===== config.mk =====
export PLATFORM = sky130hd
export DESIGN_NAME = sha256_stream_hasher_core_flat
export DESIGN_NICKNAME = d
export VERILOG_FILES = /design/src/rtl/sha_pkg.sv /design/src/rtl/sha_in_if.sv /design/src/rtl/sha_out_if.sv /design/src/rtl/sha_engine.sv /design/src/rtl/sha256_stream_hasher_core.sv /design/src/flat_wrapper.sv
export SDC_FILE = /design/constraint.sdc
export NUM_CORES = 2
export LEC_CHECK = 0
export ABC_AREA = 1
export CORE_MARGIN = 1
export CORE_UTILIZATION = 30
export DETAILED_ROUTE_END_ITERATION = 8
export DONT_BUFFER_PORTS = 1
export SYNTH_ARGS = -nofsm -noshare
export SYNTH_HDL_FRONTEND = slang
export SYNTH_SLANG_ARGS = --single-unit

===== constraint.sdc =====
create_clock -name clk -period 27.5 [get_ports clk]
set_clock_uncertainty 0.05 [all_clocks]
set_input_delay 1.375 -clock clk [delete_from_list [all_inputs] [get_ports clk]]
set_output_delay 1.375 -clock clk [all_outputs]
set_load 0.01 [all_outputs]

===== src/rtl/sha_pkg.sv =====
// ============================================================================
// sha_pkg
// Shared types and constants for the SHA-256 stream hasher.
// ============================================================================
package sha_pkg;

    typedef enum logic [2:0] {
        ST_IDLE,
        ST_LOAD,
        ST_ROUND,
        ST_ADD,
        ST_PAD,
        ST_EMIT
    } ctl_state_t;

    typedef struct packed {
        logic       kind;
        logic [7:0] data_byte;
    } in_word_t;

    typedef struct packed {
        logic [31:0] digest_word;
        logic [2:0]  word_index;
        logic        last_word;
    } out_word_t;

    // Control from the sequencer into the compression engine
    typedef struct packed {
        logic       start;
        logic       init_chain;
    } eng_ctl_t;

    typedef struct packed {
        logic       busy;
    } eng_sts_t;

    localparam logic [7:0] PAD_BYTE = 8'h80;
    localparam logic [6:0] LEN_OFFSET = 7'd56;

    function automatic logic [31:0] init_hash(input logic [2:0] i);
        logic [31:0] r;
        begin
            r = 32'h0;
            unique case (i)
                3'd0: r = 32'h6a09e667;
                3'd1: r = 32'hbb67ae85;
                3'd2: r = 32'h3c6ef372;
                3'd3: r = 32'ha54ff53a;
                3'd4: r = 32'h510e527f;
                3'd5: r = 32'h9b05688c;
                3'd6: r = 32'h1f83d9ab;
                3'd7: r = 32'h5be0cd19;
                default: r = 32'h0;
            endcase
            return r;
        end
    endfunction

    localparam logic [31:0] ROUND_K [64] = '{
        32'h428a2f98,32'h71374491,32'hb5c0fbcf,32'he9b5dba5,
        32'h3956c25b,32'h59f111f1,32'h923f82a4,32'hab1c5ed5,
        32'hd807aa98,32'h12835b01,32'h243185be,32'h550c7dc3,
        32'h72be5d74,32'h80deb1fe,32'h9bdc06a7,32'hc19bf174,
        32'he49b69c1,32'hefbe4786,32'h0fc19dc6,32'h240ca1cc,
        32'h2de92c6f,32'h4a7484aa,32'h5cb0a9dc,32'h76f988da,
        32'h983e5152,32'ha831c66d,32'hb00327c8,32'hbf597fc7,
        32'hc6e00bf3,32'hd5a79147,32'h06ca6351,32'h14292967,
        32'h27b70a85,32'h2e1b2138,32'h4d2c6dfc,32'h53380d13,
        32'h650a7354,32'h766a0abb,32'h81c2c92e,32'h92722c85,
        32'ha2bfe8a1,32'ha81a664b,32'hc24b8b70,32'hc76c51a3,
        32'hd192e819,32'hd6990624,32'hf40e3585,32'h106aa070,
        32'h19a4c116,32'h1e376c08,32'h2748774c,32'h34b0bcb5,
        32'h391c0cb3,32'h4ed8aa4a,32'h5b9cca4f,32'h682e6ff3,
        32'h748f82ee,32'h78a5636f,32'h84c87814,32'h8cc70208,
        32'h90befffa,32'ha4506ceb,32'hbef9a3f7,32'hc67178f2
    };

endpackage


===== src/rtl/sha_in_if.sv =====
// ============================================================================
// sha_in_if
// Valid/ready channel carrying one input word.
// ============================================================================
interface sha_in_if;
    import sha_pkg::*;
    logic     valid;
    logic     ready;
    in_word_t payload;
    modport source (output valid, output payload, input ready);
    modport sink   (input valid, input payload, output ready);
endinterface


===== src/rtl/sha_out_if.sv =====
// ============================================================================
// sha_out_if
// Valid/ready channel carrying one digest word.
// ============================================================================
interface sha_out_if;
    import sha_pkg::*;
    logic      valid;
    logic      ready;
    out_word_t payload;
    modport source (output valid, output payload, input ready);
    modport sink   (input valid, input payload, output ready);
endinterface


===== src/rtl/sha_engine.sv =====
// ============================================================================
// sha_engine
// Compression engine: block bytes in a 64x8 memory, message schedule in a
// 16-word rolling window, chaining words in an 8x32 memory.
// ============================================================================
module sha_engine (
    input  logic              clk,
    input  logic              rst_n,
    // byte write port into the block buffer
    input  logic              buf_we,
    input  logic [5:0]        buf_addr,
    input  logic [7:0]        buf_wdata,
    input  sha_pkg::eng_ctl_t ctl,
    output sha_pkg::eng_sts_t sts,
    // digest read port
    input  logic [2:0]        dig_addr,
    output logic [31:0]       dig_rdata
);
    import sha_pkg::*;

    typedef enum logic [2:0] {
        EN_IDLE, EN_LOAD, EN_ROUND, EN_RDCH, EN_ADD, EN_INIT
    } en_state_t;

    logic [7:0]  buf_mem [64];
    logic [31:0] chain_mem [8];
    logic [7:0]  buf_rd_reg;
    logic [31:0] chain_rd_reg;

    en_state_t   st_reg, st_next;
    logic [6:0]  cnt_reg, cnt_next;   // load: byte addr issued; round: t
    logic [31:0] w_reg [16];          // schedule window, w_reg[15] newest
    logic [31:0] v_reg [8];
    logic [31:0] acc_reg;             // byte assembly for load
    logic [3:0]  ld_cnt_reg;          // words assembled

    logic [5:0]  buf_raddr;
    logic [2:0]  ch_raddr;
    logic        ch_we;
    logic [2:0]  ch_waddr;
    logic [31:0] ch_wdata;

    // Block buffer memory
    always_ff @(posedge clk)
    begin
        if (buf_we)
        begin
            buf_mem[buf_addr] <= buf_wdata;
        end
        buf_rd_reg <= buf_mem[buf_raddr];
    end

    // Chaining word memory
    always_ff @(posedge clk)
    begin
        if (ch_we)
        begin
            chain_mem[ch_waddr] <= ch_wdata;
        end
        chain_rd_reg <= chain_mem[ch_raddr];
    end

    assign buf_raddr = cnt_reg[5:0];
    assign dig_rdata = chain_rd_reg;

    always_comb
    begin
        ch_raddr = dig_addr;
        if (st_reg == EN_LOAD || st_reg == EN_RDCH || st_reg == EN_ADD)
        begin
            ch_raddr = cnt_reg[2:0];
        end
    end

    // Round function
    logic [31:0] s0, s1, wt, big0, big1, ch_f, maj_f, sum1, sum2, w_new;
    always_comb
    begin
        s0 = {w_reg[1][6:0], w_reg[1][31:7]} ^ {w_reg[1][17:0], w_reg[1][31:18]}
             ^ (w_reg[1] >> 3);
        s1 = {w_reg[14][16:0], w_reg[14][31:17]} ^ {w_reg[14][18:0], w_reg[14][31:19]}
             ^ (w_reg[14] >> 10);
        w_new = w_reg[0] + s0 + w_reg[9] + s1;
        wt = w_reg[0];
        big1 = {v_reg[4][5:0], v_reg[4][31:6]} ^ {v_reg[4][10:0], v_reg[4][31:11]}
             ^ {v_reg[4][24:0], v_reg[4][31:25]};
        ch_f = (v_reg[4] & v_reg[5]) ^ (~v_reg[4] & v_reg[6]);
        big0 = {v_reg[0][1:0], v_reg[0][31:2]} ^ {v_reg[0][12:0], v_reg[0][31:13]}
             ^ {v_reg[0][21:0], v_reg[0][31:22]};
        maj_f = (v_reg[0] & v_reg[1]) ^ (v_reg[0] & v_reg[2]) ^ (v_reg[1] & v_reg[2]);
        sum1 = v_reg[7] + big1 + ch_f + ROUND_K[cnt_reg[5:0]] + wt;
        sum2 = big0 + maj_f;
    end

    // Next state
    always_comb
    begin
        st_next = st_reg;
        cnt_next = cnt_reg;
        unique case (st_reg)
            EN_IDLE:
            begin
                cnt_next = '0;
                if (ctl.init_chain)
                begin
                    st_next = EN_INIT;
                end
                else if (ctl.start)
                begin
                    st_next = EN_LOAD;
                end
            end
            EN_LOAD:
            begin
                cnt_next = cnt_reg + 7'd1;
                if (ld_cnt_reg == 4'd15 && cnt_reg == 7'd64)
                begin
                    st_next = EN_ROUND;
                    cnt_next = '0;
                end
            end
            EN_ROUND:
            begin
                cnt_next = cnt_reg + 7'd1;
                if (cnt_reg == 7'd63)
                begin
                    st_next = EN_RDCH;
                    cnt_next = '0;
                end
            end
            EN_RDCH:
            begin
                st_next = EN_ADD;
            end
            EN_ADD:
            begin
                cnt_next = cnt_reg + 7'd1;
                if (cnt_reg == 7'd7)
                begin
                    st_next = EN_IDLE;
                end
                else
                begin
                    st_next = EN_RDCH;
                    cnt_next = cnt_reg + 7'd1;
                end
            end
            EN_INIT:
            begin
                cnt_next = cnt_reg + 7'd1;
                if (cnt_reg == 7'd7)
                begin
                    st_next = EN_IDLE;
                end
            end
            default: st_next = EN_IDLE;
        endcase
    end

    // Chain memory write: init or add-back
    always_comb
    begin
        ch_we = 1'b0;
        ch_waddr = cnt_reg[2:0];
        ch_wdata = init_hash(cnt_reg[2:0]);
        if (st_reg == EN_INIT)
        begin
            ch_we = 1'b1;
        end
        else if (st_reg == EN_ADD)
        begin
            ch_we = 1'b1;
            ch_wdata = chain_rd_reg + v_reg[0];
        end
    end

    assign sts.busy = (st_reg != EN_IDLE);

    always_ff @(posedge clk or negedge rst_n)
    begin
        if (!rst_n)
        begin
            st_reg <= EN_INIT;
            cnt_reg <= '0;
        end
        else
        begin
            st_reg <= st_next;
            cnt_reg <= cnt_next;
        end
    end

    // Datapath registers
    always_ff @(posedge clk)
    begin
        if (st_reg == EN_IDLE)
        begin
            ld_cnt_reg <= '0;
        end
        if (st_reg == EN_LOAD)
        begin
            // chaining words read in load cycles 0..7 are registered and land here in the next cycle
            if (cnt_reg >= 7'd1 && cnt_reg <= 7'd8)
            begin
                v_reg[cnt_reg[2:0] - 3'd1] <= chain_rd_reg;
            end
            if (cnt_reg != 7'd0)
            begin
                acc_reg <= {acc_reg[23:0], buf_rd_reg};
                if (cnt_reg[1:0] == 2'd0)
                begin
                    for (int i = 0; i < 15; i++)
                    begin
                        w_reg[i] <= w_reg[i + 1];
                    end
                    w_reg[15] <= {acc_reg[23:0], buf_rd_reg};
                    if (cnt_reg != 7'd64)
                    begin
                        ld_cnt_reg <= ld_cnt_reg + 4'd1;
                    end
                end
            end
        end
        if (st_reg == EN_ROUND)
        begin
            for (int i = 0; i < 15; i++)
            begin
                w_reg[i] <= w_reg[i + 1];
            end
            w_reg[15] <= w_new;
            v_reg[7] <= v_reg[6];
            v_reg[6] <= v_reg[5];
            v_reg[5] <= v_reg[4];
            v_reg[4] <= v_reg[3] + sum1;
            v_reg[3] <= v_reg[2];
            v_reg[2] <= v_reg[1];
            v_reg[1] <= v_reg[0];
            v_reg[0] <= sum1 + sum2;
        end
        if (st_reg == EN_ADD)
        begin
            for (int i = 0; i < 7; i++)
            begin
                v_reg[i] <= v_reg[i + 1];
            end
            v_reg[7] <= v_reg[0];
        end
    end

`ifndef SYNTH
    a_no_write_busy: assert property (@(posedge clk) disable iff (!rst_n)
        (st_reg == EN_ROUND) |-> !buf_we)
        else $error("buffer written during compression");
    a_round_len: assert property (@(posedge clk) disable iff (!rst_n)
        (st_reg == EN_ROUND && cnt_reg == 7'd63) |=> (st_reg == EN_RDCH))
        else $error("round sequence broken");
    a_start_idle: assert property (@(posedge clk) disable iff (!rst_n)
        (ctl.start && st_reg != EN_IDLE) |-> 1'b0)
        else $error("start while busy");
`endif
endmodule


===== src/rtl/sha256_stream_hasher_core.sv =====
// ============================================================================
// sha256_stream_hasher_core
// SHA-256 over a byte stream; a finish word pads and emits 8 digest words.
// ============================================================================
// Channel   Dir  Payload                              Accept
// in_ch     in   kind, data_byte                      valid & ready
// out_ch    out  digest_word, word_index, last_word   valid & ready
//
// A byte is taken only while the core is idle and the engine is not busy;
// every 64th byte starts a block (byte loads, 64 rounds, a chain read and an
// add-back per word) set by the single round unit and the byte-wide buffer
// memory port. Finish pads byte by byte (one or two blocks) then emits eight
// words with output stalls; after reset the chain memory is loaded before input.
module sha256_stream_hasher_core (
    input logic clk,
    input logic rst_n,
    sha_in_if.sink    in_ch,
    sha_out_if.source out_ch
);
    import sha_pkg::*;

    ctl_state_t  st_reg, st_next;
    logic [5:0]  fill_reg, fill_next;
    logic [60:0] bytes_reg, bytes_next;
    logic [3:0]  pad_reg, pad_next;      // length bytes written so far
    logic        pad_hi_reg, pad_hi_next; // 0x80 already written
    logic [3:0]  emit_reg, emit_next;    // bit 3: read issued, [2:0] index
    logic        ovalid_reg, ovalid_next;
    logic [2:0]  oidx_reg, oidx_next;
    logic        rd_wait_reg, rd_wait_next;

    logic        buf_we;
    logic [7:0]  buf_wdata;
    eng_ctl_t    ectl;
    eng_sts_t    ests;
    logic [31:0] dig_rdata;
    logic [63:0] bit_count;

    sha_engine u_eng (
        .clk(clk), .rst_n(rst_n),
        .buf_we(buf_we), .buf_addr(fill_reg), .buf_wdata(buf_wdata),
        .ctl(ectl), .sts(ests),
        .dig_addr(emit_reg[2:0]), .dig_rdata(dig_rdata)
    );

    assign bit_count = {bytes_reg, 3'b000};
    assign in_ch.ready = (st_reg == ST_IDLE) && !ests.busy;

    logic [31:0] odata_reg;
    assign out_ch.valid = ovalid_reg;
    assign out_ch.payload.digest_word = odata_reg;
    assign out_ch.payload.word_index = oidx_reg;
    assign out_ch.payload.last_word = (oidx_reg == 3'd7);

    // Next state
    always_comb
    begin
        st_next = st_reg;
        unique case (st_reg)
            ST_IDLE:
            begin
                if (in_ch.valid && in_ch.ready && in_ch.payload.kind)
                begin
                    st_next = ST_PAD;
                end
            end
            ST_PAD:
            begin
                if (!ests.busy && pad_reg == 4'd8)
                begin
                    st_next = ST_EMIT;
                end
            end
            ST_EMIT:
            begin
                if (ovalid_reg && out_ch.ready && oidx_reg == 3'd7)
                begin
                    st_next = ST_ADD;
                end
            end
            ST_ADD:
            begin
                if (!ests.busy)
                begin
                    st_next = ST_IDLE;
                end
            end
            default: st_next = ST_IDLE;
        endcase
    end

    // Outputs and counters
    always_comb
    begin
        fill_next = fill_reg;
        bytes_next = bytes_reg;
        pad_next = pad_reg;
        pad_hi_next = pad_hi_reg;
        emit_next = emit_reg;
        ovalid_next = ovalid_reg;
        oidx_next = oidx_reg;
        rd_wait_next = 1'b0;
        buf_we = 1'b0;
        buf_wdata = in_ch.payload.data_byte;
        ectl.start = 1'b0;
        ectl.init_chain = 1'b0;
        unique case (st_reg)
            ST_IDLE:
            begin
                pad_next = '0;
                pad_hi_next = 1'b0;
                emit_next = '0;
                if (in_ch.valid && in_ch.ready && !in_ch.payload.kind)
                begin
                    buf_we = 1'b1;
                    bytes_next = bytes_reg + 61'd1;
                    fill_next = fill_reg + 6'd1;
                    ectl.start = (fill_reg == 6'd63);
                end
            end
            ST_PAD:
            begin
                if (!ests.busy && pad_reg != 4'd8)
                begin
                    buf_we = 1'b1;
                    fill_next = fill_reg + 6'd1;
                    ectl.start = (fill_reg == 6'd63);
                    if (!pad_hi_reg)
                    begin
                        buf_wdata = PAD_BYTE;
                        pad_hi_next = 1'b1;
                    end
                    // length starts exactly at offset 56, possibly in the next block
                    else if (pad_reg != 4'd0 || {1'b0, fill_reg} == LEN_OFFSET)
                    begin
                        buf_wdata = bit_count[63 - 8 * (fill_reg[2:0]) -: 8];
                        pad_next = pad_reg + 4'd1;
                    end
                    else
                    begin
                        buf_wdata = 8'h00;
                    end
                end
            end
            ST_EMIT:
            begin
                // issue read, data registered next cycle
                if (!ovalid_reg && !rd_wait_reg && !emit_reg[3])
                begin
                    rd_wait_next = 1'b1;
                    emit_next = {1'b1, emit_reg[2:0]};
                end
                if (rd_wait_reg)
                begin
                    ovalid_next = 1'b1;
                    oidx_next = emit_reg[2:0];
                end
                if (ovalid_reg && out_ch.ready)
                begin
                    ovalid_next = 1'b0;
                    emit_next = {1'b0, emit_reg[2:0] + 3'd1};
                    if (oidx_reg == 3'd7)
                    begin
                        ectl.init_chain = 1'b1;
                        bytes_next = '0;
                        fill_next = '0;
                    end
                end
            end
            ST_ADD:
            begin
            end
            default:
            begin
            end
        endcase
    end

    always_ff @(posedge clk or negedge rst_n)
    begin
        if (!rst_n)
        begin
            st_reg <= ST_IDLE;
            fill_reg <= '0;
            bytes_reg <= '0;
            pad_reg <= '0;
            pad_hi_reg <= 1'b0;
            emit_reg <= '0;
            ovalid_reg <= 1'b0;
            oidx_reg <= '0;
            rd_wait_reg <= 1'b0;
        end
        else
        begin
            st_reg <= st_next;
            fill_reg <= fill_next;
            bytes_reg <= bytes_next;
            pad_reg <= pad_next;
            pad_hi_reg <= pad_hi_next;
            emit_reg <= emit_next;
            ovalid_reg <= ovalid_next;
            oidx_reg <= oidx_next;
            rd_wait_reg <= rd_wait_next;
        end
    end

    always_ff @(posedge clk)
    begin
        if (rd_wait_reg)
        begin
            odata_reg <= dig_rdata;
        end
    end

`ifndef SYNTH
    a_out_only_emit: assert property (@(posedge clk) disable iff (!rst_n)
        out_ch.valid |-> (st_reg == ST_EMIT))
        else $error("digest word outside emit");
    a_no_in_busy: assert property (@(posedge clk) disable iff (!rst_n)
        ests.busy |-> !in_ch.ready)
        else $error("input taken while engine busy");
    a_idx_step: assert property (@(posedge clk) disable iff (!rst_n)
        (out_ch.valid && out_ch.ready && oidx_reg != 3'd7)
        |=> (emit_reg[2:0] == $past(oidx_reg) + 3'd1))
        else $error("digest index skipped");
`endif
endmodule


===== src/flat_wrapper.sv =====
// flat-port wrapper written by rule: the top's interface ports become plain ports
module sha256_stream_hasher_core_flat import sha_pkg::*;
  (clk, rst_n, in_ch_valid, in_ch_payload, in_ch_ready, out_ch_valid, out_ch_payload, out_ch_ready);
  sha_in_if in_ch_i ();
  sha_out_if out_ch_i ();
  input logic clk;
  input logic rst_n;
  input wire logic [$bits(in_ch_i.valid)-1:0] in_ch_valid;
  input wire logic [$bits(in_ch_i.payload)-1:0] in_ch_payload;
  output wire logic [$bits(in_ch_i.ready)-1:0] in_ch_ready;
  output wire logic [$bits(out_ch_i.valid)-1:0] out_ch_valid;
  output wire logic [$bits(out_ch_i.payload)-1:0] out_ch_payload;
  input wire logic [$bits(out_ch_i.ready)-1:0] out_ch_ready;
  assign in_ch_i.valid = in_ch_valid;
  assign in_ch_i.payload = in_ch_payload;
  assign in_ch_ready = in_ch_i.ready;
  assign out_ch_valid = out_ch_i.valid;
  assign out_ch_payload = out_ch_i.payload;
  assign out_ch_i.ready = out_ch_ready;
  sha256_stream_hasher_core u_core (.clk(clk), .rst_n(rst_n), .in_ch(in_ch_i), .out_ch(out_ch_i));
endmodule

==> metrics.md <==
| Metric | Value |
|---|---|
| Area growth syn-to-layout | 12.82% |
| Initial DRC count | 6396 |
| Count of buffer and inverter cells on the critical path | 3 |
| Number of buffers inserted by post-CTS setup repair | 0 |
| Total of flip-flops plus latches after synthesis | 1730 |
| Initial antenna violation count | 7 |
| Effective utilization at floorplan | 30.22% |
| # resized after CTS | 0 |
| Max Cap Violations | 0 |
| Kind of end point of the critical path | register |
| Timing endpoint of the critical path | u_core.u_eng.v_reg[0][27] |
| Final setup violation count | 0 |
| Core box area | 279600 um^2 |
| Clock transition at the registers of the reported paths | 0.07 ns |
| Hold/Removal Path Class | in -> async |
| CTS Buf Count | 183 |
| Worst rel slew slack | 4.887% |
| Port Buf Inserts | 0 |
| DRC viols | 0 |
| Nature of the critical path startpoint | register |
| Synthesized instance count | 7513 |
| Sequential area share after synthesis | 60.40% |
| Number of routed nets with antenna violations | 0 |
| Global-route wire length before repair | 406.9 mm |
| DP Worst Slack | 18.48 ns |
| EDFF count, synth | 1592 |
| Overall fraction of global-route tracks in use | 19.60% |
| Number of nets in the layout | 7872 |
| Max Transition Viols Final | 0 |
| Critical path origin | u_core.u_eng.cnt_reg[0] |
| Critical register-to-register path endpoint | u_core.u_eng.v_reg[0][27] |
| Storage cell area | 51040 um^2 |
| I/O pin count | 51 |
| Depth of the most critical reg-to-reg path | 31 |
| Synth cell types | 67 |
| Crit path max-delay family | simple AND/OR/NAND/NOR gates |
| Net count of the mapped netlist | 7907 |
| Drt first pass iters | 8 |
| Worst stage delay on the critical path | 0.83 ns |
| Per-cell routed wire length | 25.04 um |
| Run status | completed |
| Fraction of synthesis flops using an asynchronous set or reset pin | 5.434% |
| Netlist area before placement | 84510 um^2 |
| Insertion delay to the later sink of the worst-skew pair | 0.91 ns |
| Unrepaired setup endpoints after global routing | false |
| Final wirelength | 284.5 mm |
| TritonCTS clock tree | yes |
| CTS max path bufs | 3 |
| Launching point of the worst reg2reg path | u_core.u_eng.cnt_reg[0] |
| Via count of the first global-routing pass | 57314 |
| Final Critical Period | 9.488 ns |
| Number of placement rows | 194 |
| Final weighted congestion of routability-driven global placement | 0.9571 |
| Avg Cell Area, Syn | 11.25 um^2 |
| Total via count after detailed routing | 59025 |
| Maximum number of pins on one net before global-route repair | 208 |
| Die width | 532.7 um |
| Synth warnings | 0 |
| Crit Path Class | reg -> reg |
| Fin crit share | 34.50% |
| Filler cells | 27784 |
| DIE HEIGHT | 532.7 um |
| CP required | 28.01 ns |
| Total stage count of the critical path | 31 |
| Final Hold Violating Endpoints | 0 |
| Worst Path Max Fanout | 16 |
| Most used cell, CP | sky130_fd_sc_hd__nand2_1 |
| Setup slack of the critical path after layout | 18.01 ns |
| Average via count per standard cell | 5.196 |
| Setup total negative slack | 0 ns |
| Arrival time at the worst endpoint | 10.00 ns |
| Multi-input combinational cell area | 29410 um^2 |
| Top_reg_cell synth | sky130_fd_sc_hd__edfxtp_1 |
| CTS root buf | sky130_fd_sc_hd__clkbuf_16 |
| Fmax | 105.4 MHz |
| Slowest cell on the critical path | sky130_fd_sc_hd__nor2_1 |
| Number of buffers inserted for hold repair after clock tree synthesis | 0 |
| Congestion Overflow GR | 0 |
| Share of cells above drive strength 1 | 6.171% |
| Num Clock Sinks | 1730 |
| Minimum setup slack among reg-to-reg paths | 18.01 ns |
| CTS H-tree lvls | 4 |
| Actual transition at the worst max-transition pin | 1.416 ns |
| Post-detailed-placement half-perimeter wirelength | 205.6 mm |
| Die footprint | 283800 um^2 |
cells in the final DEF, fill, tap and decap left out, drive strengths merged, types with 20 or more instances in the layout:
cell type,netlist,final
o221ai,43,43
a22oi,237,237
bufinv,0,28
o22ai,55,55
nor4,41,41
fa,188,188
xnor2,169,169
a211oi,20,20
edfxtp,1592,1592
xor2,176,176
a21oi,382,382
o21ai,446,446
nor2,538,538
ha,193,193
clkbuf,221,211
buf,82,83
nand2,1205,1205
a31oi,81,81
inv,825,830
dfxtp,44,44
o21bai,99,99
nand4,55,55
maj3,21,21
nand3,308,308
a21o,20,20
dfrtp,92,92
nor3,91,91
a221oi,22,22
o211ai,125,125
clkinv,4,89
worst reg2reg max path: cells and delay by family, from the launching register on:
family                     cells  cell delay [ns]
DFF                            1             0.77
buffers and inverters          3             0.70
adders and majority gates      5             2.26
and+or+nand+nor               14             2.88
xor gates and xnor gates       2             0.53
AOI/OAI and AO/OA              7             1.98
layer usage:
layer  up-vias  GRT usage, %  share of wire [%]
met1     29630         27.10                 43
met5         -             0             0.0095
met2      2468         31.21                 46
li1      26498             -                  -
met3       425         3.301                7.3
met4         4         6.215                3.2
how the worst min path moves through the flow:
| stage | endpoint | slack [ns] | depth (start not counted) |
|---|---|---|---|
| after global routing | u_core.fill_reg[4] | 0.07 | 0 |
| final | u_core.fill_reg[4] | 0.12 | 0 |
| after floorplan | u_core.u_eng.w_reg[0][100] | 0.35 | 0 |
| after CTS | u_core.fill_reg[4] | 0.05 | 0 |
| after global placement | u_core.u_eng.w_reg[1][42] | 0.35 | 0 |
| after detailed placement | u_core.u_eng.w_reg[0][133] | 0.35 | 0 |
logic make-up after synthesis:
group,count (synthesis),share of synthesized area (%)
buffers and inverters,1132,5.114
xor gates and xnor gates,345,3.576
muxes,2,0.02369
DFF,1730,60.40
adders and majority gates,402,7.560
and+or+nand+nor,2271,11.30
AOI/OAI and AO/OA,1631,12.03
through the flow:
step           cells  area (um^2)  hold WS (ns)  util, %
5_1_grt        11358        95330       0.06660    34.09
3_3_place_gp   11017        88880        0.3502    31.79
2_1_floorplan   7513        84510        0.3503        -
4_1_cts        11357        95330       0.05058    34.09
6_report       11360        95340        0.1221    34.09
3_5_place_dp   11017        88880        0.3545    31.79
cell usage after synthesis, types with 4 or more instances:
master	number	area share (%)
sky130_fd_sc_hd__buf_2	57	0.34
sky130_fd_sc_hd__dfrtp_1	92	2.7
sky130_fd_sc_hd__a31oi_1	81	0.60
sky130_fd_sc_hd__edfxtp_1	1592	57
sky130_fd_sc_hd__o211ai_1	125	1.1
sky130_fd_sc_hd__o21a_1	13	0.12
sky130_fd_sc_hd__o2111ai_1	11	0.11
sky130_fd_sc_hd__o21bai_1	99	0.88
sky130_fd_sc_hd__or2_2	17	0.13
sky130_fd_sc_hd__a32o_1	4	0.047
sky130_fd_sc_hd__a22o_1	8	0.083
sky130_fd_sc_hd__xor2_1	176	1.8
sky130_fd_sc_hd__o22ai_1	55	0.41
sky130_fd_sc_hd__ha_1	193	2.9
sky130_fd_sc_hd__o31ai_1	17	0.15
sky130_fd_sc_hd__maj3_1	21	0.25
sky130_fd_sc_hd__o21ai_1	25	0.15
sky130_fd_sc_hd__fa_1	188	4.5
sky130_fd_sc_hd__nand4_1	54	0.40
sky130_fd_sc_hd__inv_2	10	0.044
sky130_fd_sc_hd__a211oi_1	20	0.18
sky130_fd_sc_hd__a21boi_0	14	0.12
sky130_fd_sc_hd__nor3_1	87	0.52
sky130_fd_sc_hd__buf_1	25	0.11
sky130_fd_sc_hd__nand3_1	306	1.8
sky130_fd_sc_hd__o22a_1	8	0.083
sky130_fd_sc_hd__inv_1	815	3.6
sky130_fd_sc_hd__nand2_1	1197	5.3
sky130_fd_sc_hd__a221oi_1	22	0.23
sky130_fd_sc_hd__xnor2_1	169	1.8
sky130_fd_sc_hd__o221ai_1	43	0.45
sky130_fd_sc_hd__nand3b_1	11	0.098
sky130_fd_sc_hd__nor2_4	5	0.067
sky130_fd_sc_hd__clkbuf_1	221	0.98
sky130_fd_sc_hd__nand2_2	7	0.052
sky130_fd_sc_hd__nor2_2	4	0.030
sky130_fd_sc_hd__nor4_1	41	0.30
sky130_fd_sc_hd__a21oi_1	381	2.3
sky130_fd_sc_hd__a21o_1	20	0.18
sky130_fd_sc_hd__a22oi_1	237	2.1
sky130_fd_sc_hd__o41ai_1	17	0.18
sky130_fd_sc_hd__dfxtp_1	44	1.0
sky130_fd_sc_hd__nor2_1	526	2.3
sky130_fd_sc_hd__o21ai_0	421	2.5
area by class of cell:
| cell class | count | share of cell area, % |
|---|---|---|
| flip-flops and latches | 1730 | 53.54 |
| well taps | 3724 | 4.887 |
| diodes | 3 | 0.007874 |
| inverters | 829 | 3.278 |
| repair buffers | 83 | 0.6798 |
| multi-input cells | 4651 | 30.84 |
| clock inverters | 129 | 1.850 |
| clock buffers | 211 | 4.914 |
Power is not shown: default switching activity piles up to over one toggle a cycle in this logic, so the estimate is an artifact.
